$ cat src/rtl/ssid_pkg.sv
// Shared types and constants for the sorted set insert/delete unit.
`default_nettype none

package ssid_pkg;

   localparam int SSID_CAPACITY = 64;
   localparam int VALUE_W       = 32;
   localparam int OCC_W         = 7;

   typedef enum logic [1:0] {
      OP_INSERT = 2'd0,
      OP_DELETE = 2'd1,
      OP_LIST   = 2'd2
   } opcode_type;

   typedef enum logic [2:0] {
      ST_INSERTED  = 3'd0,
      ST_DUPLICATE = 3'd1,
      ST_REMOVED   = 3'd2,
      ST_NOT_FOUND = 3'd3,
      ST_FULL      = 3'd4,
      ST_ELEMENT   = 3'd5,
      ST_EMPTY     = 3'd6
   } status_type;

   // controller -> datapath
   typedef struct packed {
      logic       capture;     // latch the request value, restart the list cursor
      logic       compare;     // register the per-entry less/equal flags
      logic       commit_ins;  // open a slot and write the value
      logic       commit_del;  // close the matching slot
      logic       rotate;      // rotate held entries down by one (list walk)
      logic       load_rsp;    // load the response word
      status_type rsp_status;
      logic       rsp_elem;    // response carries the head entry
      logic       rsp_last;
   } ssid_cmd_type;

   // datapath -> controller
   typedef struct packed {
      logic dup;        // value is held
      logic full;
      logic empty;
      logic list_last;  // cursor sits on the last held entry
   } ssid_stat_type;

endpackage

`default_nettype wire

$ cat src/rtl/ssid_ctrl.sv
// Controller: request sequencing and response word valid.
`default_nettype none

module ssid_ctrl
   import ssid_pkg::*;
(
   input  wire logic          clock,
   input  wire logic          reset,
   input  wire logic          req_valid,
   output logic               req_stall,
   input  wire logic [1:0]    req_opcode,
   output logic               rsp_valid,
   input  wire logic          rsp_stall,
   input  wire ssid_stat_type stat,
   output ssid_cmd_type       cmd
);

   typedef enum logic [1:0] {
      S_IDLE,
      S_COMPARE,
      S_UPDATE,
      S_LIST
   } state_type;

   state_type  state_ff, state_in;
   opcode_type op_ff, op_in;
   logic       rsp_valid_ff, rsp_valid_in;
   logic       out_free;

   assign out_free  = !rsp_valid_ff || !rsp_stall;
   assign req_stall = state_ff != S_IDLE;

   always_comb begin
      state_in       = state_ff;
      op_in          = op_ff;
      cmd            = '0;
      cmd.rsp_status = ST_INSERTED;
      case (state_ff)
         S_IDLE: begin
            if (req_valid) begin
               cmd.capture = 1'b1;
               op_in       = opcode_type'(req_opcode);
               case (opcode_type'(req_opcode))
                  OP_INSERT, OP_DELETE: state_in = S_COMPARE;
                  OP_LIST:              state_in = S_LIST;
                  default:              state_in = S_IDLE;  // drop unused code
               endcase
            end
         end
         S_COMPARE: begin
            cmd.compare = 1'b1;
            state_in    = S_UPDATE;
         end
         S_UPDATE: begin
            if (out_free) begin
               cmd.load_rsp = 1'b1;
               cmd.rsp_last = 1'b1;
               state_in     = S_IDLE;
               if (op_ff == OP_INSERT) begin
                  if (stat.dup) begin
                     cmd.rsp_status = ST_DUPLICATE;
                  end else if (stat.full) begin
                     cmd.rsp_status = ST_FULL;
                  end else begin
                     cmd.rsp_status = ST_INSERTED;
                     cmd.commit_ins = 1'b1;
                  end
               end else if (stat.dup) begin
                  cmd.rsp_status = ST_REMOVED;
                  cmd.commit_del = 1'b1;
               end else begin
                  cmd.rsp_status = ST_NOT_FOUND;
               end
            end
         end
         S_LIST: begin
            if (out_free) begin
               cmd.load_rsp = 1'b1;
               if (stat.empty) begin
                  cmd.rsp_status = ST_EMPTY;
                  cmd.rsp_last   = 1'b1;
                  state_in       = S_IDLE;
               end else begin
                  cmd.rsp_status = ST_ELEMENT;
                  cmd.rsp_elem   = 1'b1;
                  cmd.rotate     = 1'b1;
                  cmd.rsp_last   = stat.list_last;
                  if (stat.list_last) begin
                     state_in = S_IDLE;
                  end
               end
            end
         end
         default: state_in = S_IDLE;
      endcase
   end

   assign rsp_valid_in = cmd.load_rsp || (rsp_valid_ff && rsp_stall);

   always_ff @(posedge clock) begin
      if (reset) begin
         state_ff     <= S_IDLE;
         rsp_valid_ff <= 1'b0;
      end else begin
         state_ff     <= state_in;
         rsp_valid_ff <= rsp_valid_in;
      end
      op_ff <= op_in;
   end

   assign rsp_valid = rsp_valid_ff;

endmodule

`default_nettype wire

$ cat config.mk
export PLATFORM = sky130hd
export DESIGN_NAME = ssid_ctrl
export DESIGN_NICKNAME = d
export VERILOG_FILES = /design/src/rtl/ssid_pkg.sv /design/src/rtl/ssid_ctrl.sv
export SDC_FILE = /design/constraint.sdc
export NUM_CORES = 1
export LEC_CHECK = 0
export BUFFER_PORTS_ARGS = -buffer_cell sky130_fd_sc_hd__buf_2
export CORE_MARGIN = 1.5
export CORE_UTILIZATION = 25
export CTS_CLUSTER_SIZE = 10
export DETAILED_ROUTE_END_ITERATION = 16
export PLACE_DENSITY_LB_ADDON = 0.1
export SETUP_SLACK_MARGIN = 0.1
export SLEW_MARGIN = 15
export SYNTH_ARGS = -nofsm -noshare
export SYNTH_HDL_FRONTEND = slang
export SYNTH_SLANG_ARGS = --single-unit
$ cat constraint.sdc
create_clock -name clock -period 3.67 [get_ports clock]
set_clock_uncertainty 0.15 [all_clocks]
set_input_delay 0.367 -clock clock [delete_from_list [all_inputs] [get_ports clock]]
set_output_delay 0.367 -clock clock [all_outputs]
set_load 0.1 [all_outputs]
==> results.yml <==
clock_network:
  post-cts-setup-buffers: 0
  clockBufferDepth: 2
  cts_hold_buffers: 0
  cts.reportedPaths.clkPinSlew_ns: 0.04
  cts_buffers: 3
  clock_latency_ns: 0.23
  cts_max_level: 1
  cts.sinks: 5
  post_cts_resized: 0
  clockRootBuffer: "clkbuf_4"
  cts_tree: "built"
floorplan:
  fp.dieW_um: 40.2
  core_area_mm2: 0.00130
  dieHeight_um: 40.2
  initial_core_util_pct: 26.5
  rows: 13
  die_area_mm2: 0.00161
  io-pin-count: 23
grt:
  antenna_found_initial: 0
  grt_pass1_wl_um: 1060
  grt_max_degree: 11
  grt_pass1_vias: 277
  overflow: 0
  grtUsageTotal_pct: 10.3
timing:
  clock.fmax_mhz: 464
  period_share_pct: 58.7
  setup_viol_count_final: 0
  worstMarginPinSlew_ns: 0.486
  relSlewSlack_pct: 67.8
  rsz0062_at_grt: "no"
  min_period_ns: 2.15
  final.setup.tns_ns: 0
  finalHoldViolations: 0
  final_max_slew_viol_count: 0
flow_run:
  maxCapViolCount: 0
synth:
  syn_inst: 35
  synth_area_leader_cell: "dfxtp_1"
  ys_ff_latch: 5
  ys_types: 25
  synthTopCellsByArea: "dfxtp_1, edfxtp_1, a21oi_1"
  syn-num-nets: 45
  synth_area_um2: 345
  yosysWarnings: 0
  synth_top_area_share_pct: 17.4
  avgSynthCellArea_um2: 9.87
  ys_seq_area_share_pct: 34.8
detailed_routing:
  wl_per_cell_um: 10.4
  vias_per_cell: 4.69
  ant_nets: 0
  wirelength_um: 773
  dr.pass1.iters: 3
  via_count: 347
  drc: 0
  drtIter0Drc: 2
layout:
  final_area_um2: 482
  fin_nets: 70
  layout_common_cells: "buf_2, nor2_1, a21oi_1, clkbuf_4, dfxtp_1"
  antennaDiodeCount: 0
  final_common_cell: "buf_2"
  layout-drive-gt1-share_pct: 61.0
  syn_to_final_growth_pct: 39.5
  nFillCells: 141
power_and_ir_drop:
  pwr_density_cell_mw_per_mm2: 498
  ir_drop_uv: 229
  leakagePower_nw: 0.229
placement:
  place_area_um2: 455
  gp_congestion: 0.656
  port_buffers: 22
  dpl.hpwl_um: 633
worst_setup_path:
  required_ns: 3.15
  worstSetupEndpointType: "output port"
  crit_type: "reg2out"
  path_max_fanout: 4
  arrival_ns: 1.64
  startpoint_type: "flop"
run_status:
  status: "finished clean"
min_path:
  hp-class: "in2reg"
cell usage after synthesis, drive strengths merged:
| cell type | n |
|---|---|
| a31oi | 1 |
| nor3 | 3 |
| a32oi | 1 |
| nor2b | 1 |
| nand2b | 1 |
| a21oi | 3 |
| nand2 | 3 |
| buf | 2 |
| or3 | 1 |
| edfxtp | 2 |
| or2 | 1 |
| o311a | 1 |
| nor4 | 1 |
| o21ai | 1 |
| dfxtp | 3 |
| nand4b | 1 |
| inv | 2 |
| o21a | 1 |
| o2bb2ai | 1 |
| nor3b | 1 |
| nor2 | 4 |
cells by family (layout without fill, tap and decap cells):
group	after synthesis	count (layout)	share of synthesized area, %
flip-flops	5	5	34.8
buffers and inverters	4	28	7.61
AND/OR/NAND/NOR	17	17	35.5
AO/OA/AOI/OAI	9	9	22.1
metal layers:
| layer | share of wire [%] | GRT usage, % |
|---|---|---|
| met4 | 0.91 | 7.76 |
| met3 | 9.6 | 1.67 |
| met5 | 0 | 0 |
| met2 | 46 | 17.3 |
| met1 | 43 | 11.4 |
worst max-delay path, stage by stage, from the launching register on:
cell and delay [ns]:
edfxtp_1 0.41, or3_4 0.41, nor4_2 0.12, buf_2 0.46
flip-flops by register name, summed over array words and instances, names as in the netlist:
register / flops
op_ff: 2
rsp_valid: 1
state_ff: 2
per-stage QoR:
stage / util, % / power, mW / cells / hold WS [ns] / worst slack (ns)
after floorplan: - / 0.163 / 35 / 0.287 / 0.107
after global placement: 35.0 / 0.181 / 70 / 0.375 / 1.77
after detailed placement: 35.0 / 0.180 / 70 / 0.374 / 1.76
after CTS: 37.0 / 0.244 / 74 / 0.176 / 1.50
after global routing: 37.0 / 0.251 / 74 / 0.183 / 1.40
final: 37.0 / 0.240 / 74 / 0.181 / 1.52
layout make-up:
cell class	count	area, um^2	share of cell area [%]
multi-input combinational	26	199	41.3
sequential	5	120	24.9
timing repair buffer	22	110	22.9
clock buffer	4	26.3	5.45
tap	15	18.8	3.90
inverter	2	7.51	1.56
where the power goes:
group          switching (mW)  internal [mW]
clock network          0.0204         0.0410
registers             0.00746         0.0631
logic                  0.0859         0.0223
path summary, 6_finish.rpt:
path | cells after the start | end | from | slack (ns)
hold / removal | 2 | state_ff[1] | reset | 0.18
setup / recovery | 3 | cmd[8] | op_ff[1] | 1.52
setup reg to reg | 3 | state_ff[1] | state_ff[0] | 2.41
hold reg to reg | 2 | rsp_valid | rsp_valid | 0.38
Note: power is estimated with default switching activity, not from simulation.
